## src/sv/tlvr_pkg.sv

```systemverilog
// Shared constants, result record and CRC-32 helpers for the TLV frame receiver.
// No dependencies; imported by tlvr_parser, tlv_frame_receiver_crc32, the checker and the testbench.
package tlvr_pkg;

    // Frame limits.
    localparam int unsigned RAW_FRAME_BYTES  = 256;
    localparam int unsigned PAYLOAD_CAPACITY = 128;

    localparam int unsigned RAW_W  = $clog2(RAW_FRAME_BYTES + 1);
    localparam int unsigned PCNT_W = $clog2(PAYLOAD_CAPACITY + 1);

    localparam logic [31:0] CRC_POLY = 32'h04C11DB7;

    // Result kinds.
    typedef logic [1:0] kind_t;
    localparam kind_t KIND_PAYLOAD = 2'd0;
    localparam kind_t KIND_END     = 2'd1;
    localparam kind_t KIND_ABORT   = 2'd2;

    typedef struct packed {
        kind_t       kind;
        logic [7:0]  payload_byte;
        logic [7:0]  frame_type;
        logic [15:0] frame_length;
        logic [15:0] sequence_res;
        logic        crc_ok;
    } result_t;

    // Image of each single input bit after 32 shifts of the CRC register.
    // Evaluated only at elaboration.
    function automatic logic [1023:0] crc_columns();
        logic [1023:0] cols;
        logic [31:0]   v;
        cols = '0;
        for (int i = 0; i < 32; i++) begin
            v = 32'd1 << i;
            for (int j = 0; j < 32; j++) begin
                if (v[31]) begin
                    v = (v << 1) ^ CRC_POLY;
                end else begin
                    v = v << 1;
                end
            end
            cols[i*32 +: 32] = v;
        end
        return cols;
    endfunction

    localparam logic [1023:0] CRC_COLS = crc_columns();

    // One 32-bit word through the CRC: a single XOR matrix.
    function automatic logic [31:0] crc_word(input logic [31:0] acc, input logic [31:0] w);
        logic [31:0] x;
        logic [31:0] r;
        x = acc ^ w;
        r = '0;
        for (int i = 0; i < 32; i++) begin
            r = r ^ ({32{x[i]}} & CRC_COLS[i*32 +: 32]);
        end
        return r;
    endfunction

endpackage

```

## src/sv/tlv_frame_receiver_crc32.sv

```systemverilog
// TLV frame receiver: one byte per transaction, at most one result per byte.
// Results are registered: each one passes through the output stage to the m_ side.
// Throughput: one byte per cycle while the skid register is empty.
// A two-entry output stage (result register plus skid register) lets the next byte in
// while a result waits. Reset (aresetn low, synchronous) empties the output stage,
// returns the parser to waiting for a type byte and sets drop_idle_zero to 1.
// Depends on tlvr_pkg and tlvr_parser.
module tlv_frame_receiver_crc32 (
    input  logic        aclk,
    input  logic        aresetn,

    input  logic        s_valid,
    output logic        s_ready,
    input  logic [7:0]  s_rx_byte,

    input  logic        cfg_valid,
    output logic        cfg_ready,
    input  logic        cfg_drop_idle_zero,

    output logic        m_valid,
    input  logic        m_ready,
    output logic [1:0]  m_kind,
    output logic [7:0]  m_payload_byte,
    output logic [7:0]  m_frame_type,
    output logic [15:0] m_frame_length,
    output logic [15:0] m_sequence_res,
    output logic        m_crc_ok
);
    import tlvr_pkg::*;

    logic    drop_reg;
    logic    accept;
    logic    res_valid;
    result_t res;

    // Output stage: out_reg drives the m_ ports, skid_reg catches a result that
    // arrives while out_reg is still stalled.
    result_t out_reg,  out_next;
    result_t skid_reg, skid_next;
    logic    out_valid_reg,  out_valid_next;
    logic    skid_valid_reg, skid_valid_next;
    logic    out_free;

    // Always ready; the user must write the register only while idle (not enforced).
    assign cfg_ready = 1'b1;

    always_ff @(posedge aclk) begin
        if (!aresetn) begin
            drop_reg <= 1'b1;
        end else if (cfg_valid && cfg_ready) begin
            drop_reg <= cfg_drop_idle_zero;
        end
    end

    // Input is taken whenever the skid register is empty, so a byte that makes
    // a result always has somewhere to put it.
    assign s_ready = !skid_valid_reg;
    assign accept  = s_valid && s_ready;

    tlvr_parser u_parser (
        .aclk           (aclk),
        .aresetn        (aresetn),
        .byte_valid     (accept),
        .rx_byte        (s_rx_byte),
        .drop_idle_zero (drop_reg),
        .res_valid      (res_valid),
        .res            (res)
    );

    assign out_free = !out_valid_reg || m_ready;

    always_comb begin
        out_next        = out_reg;
        out_valid_next  = out_valid_reg;
        skid_next       = skid_reg;
        skid_valid_next = skid_valid_reg;
        if (out_free) begin
            if (skid_valid_reg) begin
                // Skid full means no byte was accepted, so no new result.
                out_next        = skid_reg;
                out_valid_next  = 1'b1;
                skid_valid_next = 1'b0;
            end else begin
                out_next       = res;
                out_valid_next = res_valid;
            end
        end else if (res_valid) begin
            skid_next       = res;
            skid_valid_next = 1'b1;
        end
    end

    always_ff @(posedge aclk) begin
        if (!aresetn) begin
            out_valid_reg  <= 1'b0;
            skid_valid_reg <= 1'b0;
        end else begin
            out_valid_reg  <= out_valid_next;
            skid_valid_reg <= skid_valid_next;
        end
    end

    always_ff @(posedge aclk) begin
        out_reg  <= out_next;
        skid_reg <= skid_next;
    end

    assign m_valid        = out_valid_reg;
    assign m_kind         = out_reg.kind;
    assign m_payload_byte = out_reg.payload_byte;
    assign m_frame_type   = out_reg.frame_type;
    assign m_frame_length = out_reg.frame_length;
    assign m_sequence_res = out_reg.sequence_res;
    assign m_crc_ok       = out_reg.crc_ok;

endmodule

```

## src/sv/tlvr_parser.sv

```systemverilog
// Frame parser of the TLV receiver: phase sequencer, counters and CRC-32 accumulator.
// Depends on tlvr_pkg.
module tlvr_parser (
    input  logic              aclk,
    input  logic              aresetn,
    input  logic              byte_valid,
    input  logic [7:0]        rx_byte,
    input  logic              drop_idle_zero,
    output logic              res_valid,
    output tlvr_pkg::result_t res
);
    import tlvr_pkg::*;

    typedef enum logic [6:0] {
        PH_TYPE    = 7'b0000001,
        PH_LEN_LO  = 7'b0000010,
        PH_LEN_HI  = 7'b0000100,
        PH_SEQ_LO  = 7'b0001000,
        PH_SEQ_HI  = 7'b0010000,
        PH_PAYLOAD = 7'b0100000,
        PH_CRC     = 7'b1000000
    } phase_t;

    phase_t              phase_reg,    phase_next;
    logic [7:0]          type_reg,     type_next;
    logic [15:0]         length_reg,   length_next;
    logic [15:0]         seq_reg,      seq_next;
    logic [PCNT_W-1:0]   pcnt_reg,     pcnt_next;
    logic [RAW_W-1:0]    raw_reg,      raw_next;
    logic [31:0]         acc_reg,      acc_next;
    logic [23:0]         gather_reg,   gather_next;
    logic [1:0]          pos_reg,      pos_next;
    logic [23:0]         rcv_reg,      rcv_next;
    logic [1:0]          ccnt_reg,     ccnt_next;

    logic                waiting;
    logic [31:0]         crc_in;
    logic [31:0]         crc_out;
    logic [31:0]         feed_acc;
    logic [23:0]         feed_gather;
    logic [1:0]          feed_pos;
    logic [31:0]         fin;
    logic                ok;

    // One shared CRC matrix: fed the completed word during the frame, and the
    // zero-padded partial word when the final CRC byte arrives.
    assign crc_in  = (phase_reg == PH_CRC) ? {8'h00, gather_reg} : {rx_byte, gather_reg};
    assign crc_out = crc_word(acc_reg, crc_in);
    assign fin     = (pos_reg != 2'd0) ? crc_out : acc_reg;
    assign ok      = (fin == {rx_byte, rcv_reg});
    assign waiting = (phase_reg == PH_TYPE);

    // Effect of feeding the current byte into the word gatherer.
    always_comb begin
        feed_acc    = acc_reg;
        feed_gather = gather_reg;
        feed_pos    = pos_reg + 2'd1;
        case (pos_reg)
            2'd0: feed_gather[7:0]   = rx_byte;
            2'd1: feed_gather[15:8]  = rx_byte;
            2'd2: feed_gather[23:16] = rx_byte;
            default: begin
                feed_acc    = crc_out;
                feed_gather = '0;
                feed_pos    = 2'd0;
            end
        endcase
    end

    always_comb begin
        phase_next  = phase_reg;
        type_next   = type_reg;
        length_next = length_reg;
        seq_next    = seq_reg;
        pcnt_next   = pcnt_reg;
        raw_next    = raw_reg;
        acc_next    = acc_reg;
        gather_next = gather_reg;
        pos_next    = pos_reg;
        rcv_next    = rcv_reg;
        ccnt_next   = ccnt_reg;
        res_valid   = 1'b0;
        res.kind         = KIND_PAYLOAD;
        res.payload_byte = 8'h00;
        res.frame_type   = type_reg;
        res.frame_length = length_reg;
        res.sequence_res = seq_reg;
        res.crc_ok       = 1'b0;

        if (byte_valid && !(waiting && (rx_byte == 8'h00) && drop_idle_zero)) begin
            if (raw_reg >= RAW_W'(RAW_FRAME_BYTES)) begin
                // Raw overflow: abort and start over, the type byte is kept.
                res_valid   = 1'b1;
                res.kind    = KIND_ABORT;
                length_next = '0;
                seq_next    = '0;
                phase_next  = PH_TYPE;
                pcnt_next   = '0;
                raw_next    = '0;
                acc_next    = '1;
                gather_next = '0;
                pos_next    = '0;
                rcv_next    = '0;
                ccnt_next   = '0;
            end else begin
                raw_next = raw_reg + 1'b1;
                case (phase_reg)
                    PH_TYPE: begin
                        acc_next    = feed_acc;
                        gather_next = feed_gather;
                        pos_next    = feed_pos;
                        type_next   = rx_byte;
                        length_next = '0;
                        phase_next  = PH_LEN_LO;
                    end
                    PH_LEN_LO: begin
                        acc_next    = feed_acc;
                        gather_next = feed_gather;
                        pos_next    = feed_pos;
                        length_next = {8'h00, rx_byte};
                        phase_next  = PH_LEN_HI;
                    end
                    PH_LEN_HI: begin
                        acc_next    = feed_acc;
                        gather_next = feed_gather;
                        pos_next    = feed_pos;
                        length_next = {rx_byte, length_reg[7:0]};
                        phase_next  = PH_SEQ_LO;
                    end
                    PH_SEQ_LO: begin
                        acc_next    = feed_acc;
                        gather_next = feed_gather;
                        pos_next    = feed_pos;
                        seq_next    = {8'h00, rx_byte};
                        phase_next  = PH_SEQ_HI;
                    end
                    PH_SEQ_HI: begin
                        acc_next    = feed_acc;
                        gather_next = feed_gather;
                        pos_next    = feed_pos;
                        seq_next    = {rx_byte, seq_reg[7:0]};
                        pcnt_next   = '0;
                        rcv_next    = '0;
                        ccnt_next   = '0;
                        phase_next  = (length_reg == 16'd0) ? PH_CRC : PH_PAYLOAD;
                    end
                    PH_PAYLOAD: begin
                        acc_next    = feed_acc;
                        gather_next = feed_gather;
                        pos_next    = feed_pos;
                        if (pcnt_reg < PCNT_W'(PAYLOAD_CAPACITY)) begin
                            pcnt_next        = pcnt_reg + 1'b1;
                            res_valid        = 1'b1;
                            res.kind         = KIND_PAYLOAD;
                            res.payload_byte = rx_byte;
                        end
                        if (16'(pcnt_next) >= length_reg) begin
                            rcv_next   = '0;
                            ccnt_next  = '0;
                            phase_next = PH_CRC;
                        end
                    end
                    PH_CRC: begin
                        if (ccnt_reg == 2'd3) begin
                            res_valid  = 1'b1;
                            res.kind   = KIND_END;
                            res.crc_ok = ok;
                            if (!ok) begin
                                length_next = '0;
                                seq_next    = '0;
                            end
                            phase_next  = PH_TYPE;
                            pcnt_next   = '0;
                            raw_next    = '0;
                            acc_next    = '1;
                            gather_next = '0;
                            pos_next    = '0;
                            rcv_next    = '0;
                            ccnt_next   = '0;
                        end else begin
                            case (ccnt_reg)
                                2'd0:    rcv_next[7:0]   = rx_byte;
                                2'd1:    rcv_next[15:8]  = rx_byte;
                                default: rcv_next[23:16] = rx_byte;
                            endcase
                            ccnt_next = ccnt_reg + 2'd1;
                        end
                    end
                    default: begin
                        phase_next = PH_TYPE;
                    end
                endcase
            end
        end
    end

    always_ff @(posedge aclk) begin
        if (!aresetn) begin
            phase_reg  <= PH_TYPE;
            type_reg   <= '0;
            length_reg <= '0;
            seq_reg    <= '0;
            pcnt_reg   <= '0;
            raw_reg    <= '0;
            acc_reg    <= '1;
            gather_reg <= '0;
            pos_reg    <= '0;
            rcv_reg    <= '0;
            ccnt_reg   <= '0;
        end else begin
            phase_reg  <= phase_next;
            type_reg   <= type_next;
            length_reg <= length_next;
            seq_reg    <= seq_next;
            pcnt_reg   <= pcnt_next;
            raw_reg    <= raw_next;
            acc_reg    <= acc_next;
            gather_reg <= gather_next;
            pos_reg    <= pos_next;
            rcv_reg    <= rcv_next;
            ccnt_reg   <= ccnt_next;
        end
    end

endmodule

```

## config.mk

```make
export PLATFORM = sky130hd
export DESIGN_NAME = tlv_frame_receiver_crc32
export DESIGN_NICKNAME = d
export VERILOG_FILES = /design/src/sv/tlvr_pkg.sv /design/src/sv/tlv_frame_receiver_crc32.sv /design/src/sv/tlvr_parser.sv
export SDC_FILE = /design/constraint.sdc
export NUM_CORES = 1
export LEC_CHECK = 0
export ABC_AREA = 1
export BUFFER_PORTS_ARGS = -buffer_cell sky130_fd_sc_hd__buf_2
export CELL_PAD_IN_SITES_DETAIL_PLACEMENT = 2
export CELL_PAD_IN_SITES_GLOBAL_PLACEMENT = 2
export CORE_ASPECT_RATIO = 0.6
export CORE_MARGIN = 2
export CORE_UTILIZATION = 23
export CTS_CLUSTER_DIAMETER = 150
export CTS_CLUSTER_SIZE = 14
export DETAILED_ROUTE_END_ITERATION = 10
export GPL_TIMING_DRIVEN = 1
export PLACE_DENSITY = 0.57
export SYNTH_ARGS = -nofsm -noshare
export SYNTH_HDL_FRONTEND = slang
export SYNTH_SLANG_ARGS = --single-unit
export TNS_END_PERCENT = 100
```

## constraint.sdc

```tcl
create_clock -name aclk -period 6.25 [get_ports aclk]
set_input_delay 1.25 -clock aclk [delete_from_list [all_inputs] [get_ports aclk]]
set_output_delay 1.25 -clock aclk [all_outputs]
set_load 0.005 [all_outputs]
```

Word-level counts from Yosys, hierarchy flattened
Index checks and enable logic that the tools add are counted.

storage, ports and cells
  register bits after elaboration = 253
  input port bits = 14
  output and inout port bits = 54
  word-level logic and storage cells = 207

cells by class
  $add $sub $neg = 4
  $lt $le $gt $ge = 3
  equal/unequal tests = 24
  muxes and demuxes = 66
  bitwise operators = 35
  reduce and logical (&&, ||, !) cells = 43

operators by type and width
  kind                                             count
  32-bit bitwise XOR                               14
  32-bit by 31-bit bitwise XOR with 32-bit output  6
  32-bit 2-to-1 mux                                5
  32-bit by 30-bit bitwise XOR with 32-bit output  4
  24-bit 2-to-1 mux                                5
  8-bit 2-to-1 mux                                 12
  32-bit by 29-bit bitwise XOR with 32-bit output  3
  24-bit case mux with 3 select lines              1
  16-bit 2-to-1 mux                                4
  16-bit case mux with 4 select lines              1
  32-bit case mux with 2 select lines              1
  51-bit 2-to-1 mux                                1
  7-bit case mux with 7 select lines               1
  16-bit case mux with 3 select lines              1
  24-bit case mux with 2 select lines              1
  8-bit case mux with 2 select lines               3
  4-bit AND reduction                              9
  32-bit == test                                   1
  32-bit by 25-bit bitwise XOR with 32-bit output  1
  32-bit by 26-bit bitwise XOR with 32-bit output  1
  32-bit by 27-bit bitwise XOR with 32-bit output  1
  32-bit by 28-bit bitwise XOR with 32-bit output  1
  7-bit 2-to-1 mux                                 4
  27-bit by 28-bit bitwise XOR with 28-bit output  1
  other kinds (45)                                 93

Logic depth before layout (Yosys ltp)
  depth after elaboration = 41
  depth in mapped cells = 30
  gate-level depth less buffers = 28

By module
Synthesis repeated with hierarchy kept, for this count alone.

unflattened totals
  cells, all modules = 2,687
  area, all modules = 17,008.8 um^2

by module, submodules not included
  module                    instances  cells an instance  area each (um^2)  seq. area each (um^2)
  tlvr_parser               1          2,400              13,126.3          2,962.8
  tlv_frame_receiver_crc32  1          287                3,882.5           3,123.0

Least setup slack after synthesis
OpenSTA, ideal clock, no wires.

  path kind = input to register
  from = in m_ready
  to = reg skid_reg[0] in the netlist's numbering, enable pin
  setup time = 0.460 ns
  arrival = 4.744 ns
  data required time = 5.790 ns
  path slack = 1.047 ns
  stages = 3
  buffers on the path = 0
  cells stage by stage = inv_1 nand2_1 nor2_1

between the ends
  longest elaborated chain between the ends = 3

RTL lines
  what                                  RTL line                         text
  start, declared                       tlv_frame_receiver_crc32.sv:21   input logic m_ready,
  1-bit logical OR                      tlv_frame_receiver_crc32.sv:70   assign out_free = !out_valid_reg || m_ready;
  via out_free                          tlv_frame_receiver_crc32.sv:42   logic out_free;
  1-bit inverter (no source line)       --
  2-bit AND reduction (no source line)  --
  end signal, assigned                  tlv_frame_receiver_crc32.sv:105  skid_reg <= skid_next;
  end, declared                         tlv_frame_receiver_crc32.sv:39   result_t skid_reg, skid_next;

The timed path passes the listed nets, and every way through them passes these cells.
A chain may end at the register's enable or synchronous reset.

Worst setup path after layout
  from = in s_rx_byte[4]
  to = reg u_parser.length_reg[7]

between the ends
  longest elaborated chain between the ends = 10
  elaborated cells on any way between the ends = 15
  those cells by class = 2 x eq/ne; 2 x mux; 5 x bitwise; 6 x reduce/logical

RTL lines
  what                                      RTL line                        text
  start, declared                           tlv_frame_receiver_crc32.sv:14  input logic [7:0] s_rx_byte,
  32-bit 2-to-1 mux                         tlvr_parser.sv:47               assign crc_in = (phase_reg == PH_CRC) ? {8'h00, gather_reg} : {rx_byte, gather_reg};
  32-bit bitwise XOR                        tlvr_pkg.sv:55                  x = acc ^ w;
  32-bit bitwise XOR (4 in series)          tlvr_pkg.sv:58                  r = r ^ ({32{x[i]}} & CRC_COLS[i*32 +: 32]);
  32-bit 2-to-1 mux                         tlvr_parser.sv:49               assign fin = (pos_reg != 2'd0) ? crc_out : acc_reg;
  32-bit == test                            tlvr_parser.sv:50               assign ok = (fin == {rx_byte, rcv_reg});
  3-bit inequality test (no source line)    --
  5-bit AND reduction (no source line) (*)  --
  end signal, assigned                      tlvr_parser.sv:213              length_reg <= length_next;
  end, declared                             tlvr_parser.sv:26               logic [15:0] length_reg, length_next;

Mark *: on every way between the ends. The rest lies on a longest branch, timed or not.

==> flow_metrics.env <==
export IMPL_status="finished, final reports clean"
export IMPL_die_x_um=355
export IMPL_worst_path_buf_inv=3
export IMPL_end_kind="flop"
export IMPL_place_gp_congestion=0.943
export IMPL_viasPerCell=5.02
export IMPL_netlist_cell_type_count=45
export IMPL_required_ns=6.69
export IMPL_drcViolationCount=0
export IMPL_synth_net_count=2761
export IMPL_multi_input_area_um2=9400
export IMPL_ys_ff_latch=253
export IMPL_worst_slew_pin_slew_ns=1.06
export IMPL_cpMaxStageDelayCell="nor2_1"
export IMPL_die_h_um=215
export IMPL_max_stage_delay_ns=0.65
export IMPL_grt_usage_pct=24.1
export IMPL_ctsRootBufferMaster="clkbuf_16"
export IMPL_p_leak_nw=9.58
export IMPL_startpoint_type="input pin"
export IMPL_rows=77
export IMPL_first_iter_violations=1533
export IMPL_min_path_type="flop to flop"
export IMPL_finalSetupTns_ns=0
export IMPL_power_per_cell_area_nw_per_um2=453
export IMPL_wl_um=92800
export IMPL_hp_start="u_parser.type_reg[3]$_SDFFE_PN0P_"
export IMPL_portBuffers=66
export IMPL_area_growth_syn_to_layout_pct=13.0
export IMPL_setup_viol=0
export IMPL_nets=2818
export IMPL_ys_seq_area_share_pct=35.8
export IMPL_grt_max_degree=90
export IMPL_h_tree_depth=1
export IMPL_cts_buffers=22
export IMPL_rsz0062_at_grt="false"
export IMPL_worstSetupPathType="input pin to flop"
export IMPL_timing_max_cap_violations=0
export IMPL_synth_main_ff_cell="dfxtp_1"
export IMPL_skew_ns=0.0499
export IMPL_wl_per_cell_um=24.5
export IMPL_ios=68
export IMPL_largest_reg_flops=51
export IMPL_maxSlewViolCount=0
export IMPL_syn_area_um2=17000
export IMPL_grt_pass1_vias=19700
export IMPL_period_minus_slack_ns=5.28
export IMPL_dpl_cell_area_um2=18600
export IMPL_regArea_um2=6090
export IMPL_ir_drop_mv=0.147
export IMPL_synth_edf_count=102
export IMPL_drive_above_1_share_pct=7.07
export IMPL_insertion_delay_ns=0.58
export IMPL_cpMostUsedCell="nand2_1"
export IMPL_max_slew_margin_pct=28.6
export IMPL_via_count=19000
export IMPL_core_area_um2=73400
export IMPL_postCtsSetupBuffers=0
export IMPL_initial_core_util_pct=23.2
export IMPL_timing_rr_start="u_parser.phase_reg[0]$_SDFFE_PN1P_"
export IMPL_cts_resized=0
export IMPL_min_path_cells=0
export IMPL_timing_fmax_mhz=189
export IMPL_path_depth=25
export IMPL_cts_tree="built"
export IMPL_final_area_um2=19200
export IMPL_crit_family="simple AND/OR/NAND/NOR gates"
export IMPL_async_reset_ff_share_pct=0
export IMPL_hpwl_um=74100
export IMPL_fillers=8982
export IMPL_synth_avg_cell_area_um2=6.23
export IMPL_clockBufferDepth=3
export IMPL_yosys_warnings=0
export IMPL_first_pass_iters=5
export IMPL_cts_num_sinks=253
export IMPL_cp_data_arrival_time_ns=5.72
export IMPL_drtAntennaViolNets=0
export IMPL_path_clk_slew_ns=0.08
export IMPL_hold_violations=0
export IMPL_netlist_instances=2729
export IMPL_hold_buffers=0
export IMPL_post_route_period_util_pct=84.5
export IMPL_overflow=0
export IMPL_critPathMaxFanout=16
export IMPL_grt_first_pass_wirelength_um=135000
export IMPL_critPathLaunch="s_rx_byte[4]"
export IMPL_fp_dieArea_um2=76200
export IMPL_antenna_found_initial=7
export IMPL_reg2regPathDepth=26
## cell usage in the layout, fill, tap and decap left out, types with 24 or more instances in the layout
cell type,count
edfxtp_1,102
dfxtp_1,150
nand3_1,224
a21oi_1,124
nand4_1,24
buf_2,66
nor2_1,143
buf_4,52
xor2_1,25
o21ai_0,109
xnor2_1,28
nand2_1,1276
a211oi_1,39
inv_1,276
## layout make-up
type | instances | share of cell area [%]
multi-input combinational | 2096 | 48.9
sequential | 253 | 31.7
tap | 987 | 6.43
inverter | 295 | 5.78
timing repair buffer | 118 | 3.75
clock buffer | 37 | 3.27
clock inverter | 1 | 0.0847
antenna | 4 | 0.0521
## cells by family (layout without fill, tap and decap cells)
family	Yosys count	in the layout	share of synthesized area (%)
simple gates	1725	1725	41.5
other cells	1	5	0.0221
buf+inv	380	451	8.97
compound gates	298	298	9.54
fa+ha+maj	18	18	1.32
xor+xnor	54	54	2.83
flops	253	253	35.8
## metal layers
metal / wire, µm / GRT usage, % / vias up
li1: - / - / 8763
met1: 49300 / 38.8 / 9698
met2: 34400 / 31.8 / 492
met3: 7560 / 5.64 / 81
met4: 1460 / 3.90 / 0
met5: 0 / 0 / -
## cells in the mapped netlist (all sizes together) (5+ instances only)
library cell	instances	area share, %
a21oi	125	3.7
nand4	24	0.88
nor2	154	3.7
dfxtp	151	18
nor4	9	0.40
inv	290	6.4
ha	18	1.3
xnor2	29	1.5
o21ai	118	3.5
nand2	1291	29
a211oi	39	1.7
clkbuf	51	1.1
clkinv	5	0.11
nand3b	5	0.22
xor2	25	1.3
nand3	235	7.3
nor3	6	0.18
buf	34	1.3
edfxtp	102	18
## final timing paths
path                                         end  slack [ns]
min reg2reg               skid_reg[36]$_DFFE_PP_        0.43
max          u_parser.length_reg[7]$_SDFFE_PN0P_        0.97
max reg2reg  u_parser.length_reg[7]$_SDFFE_PN0P_        1.29
min                       skid_reg[36]$_DFFE_PP_        0.43
## report_power, final
group	total (mW)	internal [mW]	switching, mW
clock	1.39	0.690	0.705
sequential	1.92	1.81	0.104
combinational	5.40	1.33	4.07
## stage by stage
stage	hold slack, ns	cells	utilization (%)	setup slack (ns)	total power, mW
after detailed placement	0.417	3749	25.3	0.517	7.23
after global placement	0.408	3749	25.3	0.517	7.03
after floorplan	0.408	2729	-	1.05	5.09
after CTS	0.434	3787	26.2	1.10	8.64
final	0.434	3791	26.2	0.970	8.71
after global routing	0.440	3787	26.2	0.596	9.35
Note: power is estimated with default switching activity, not from simulation.
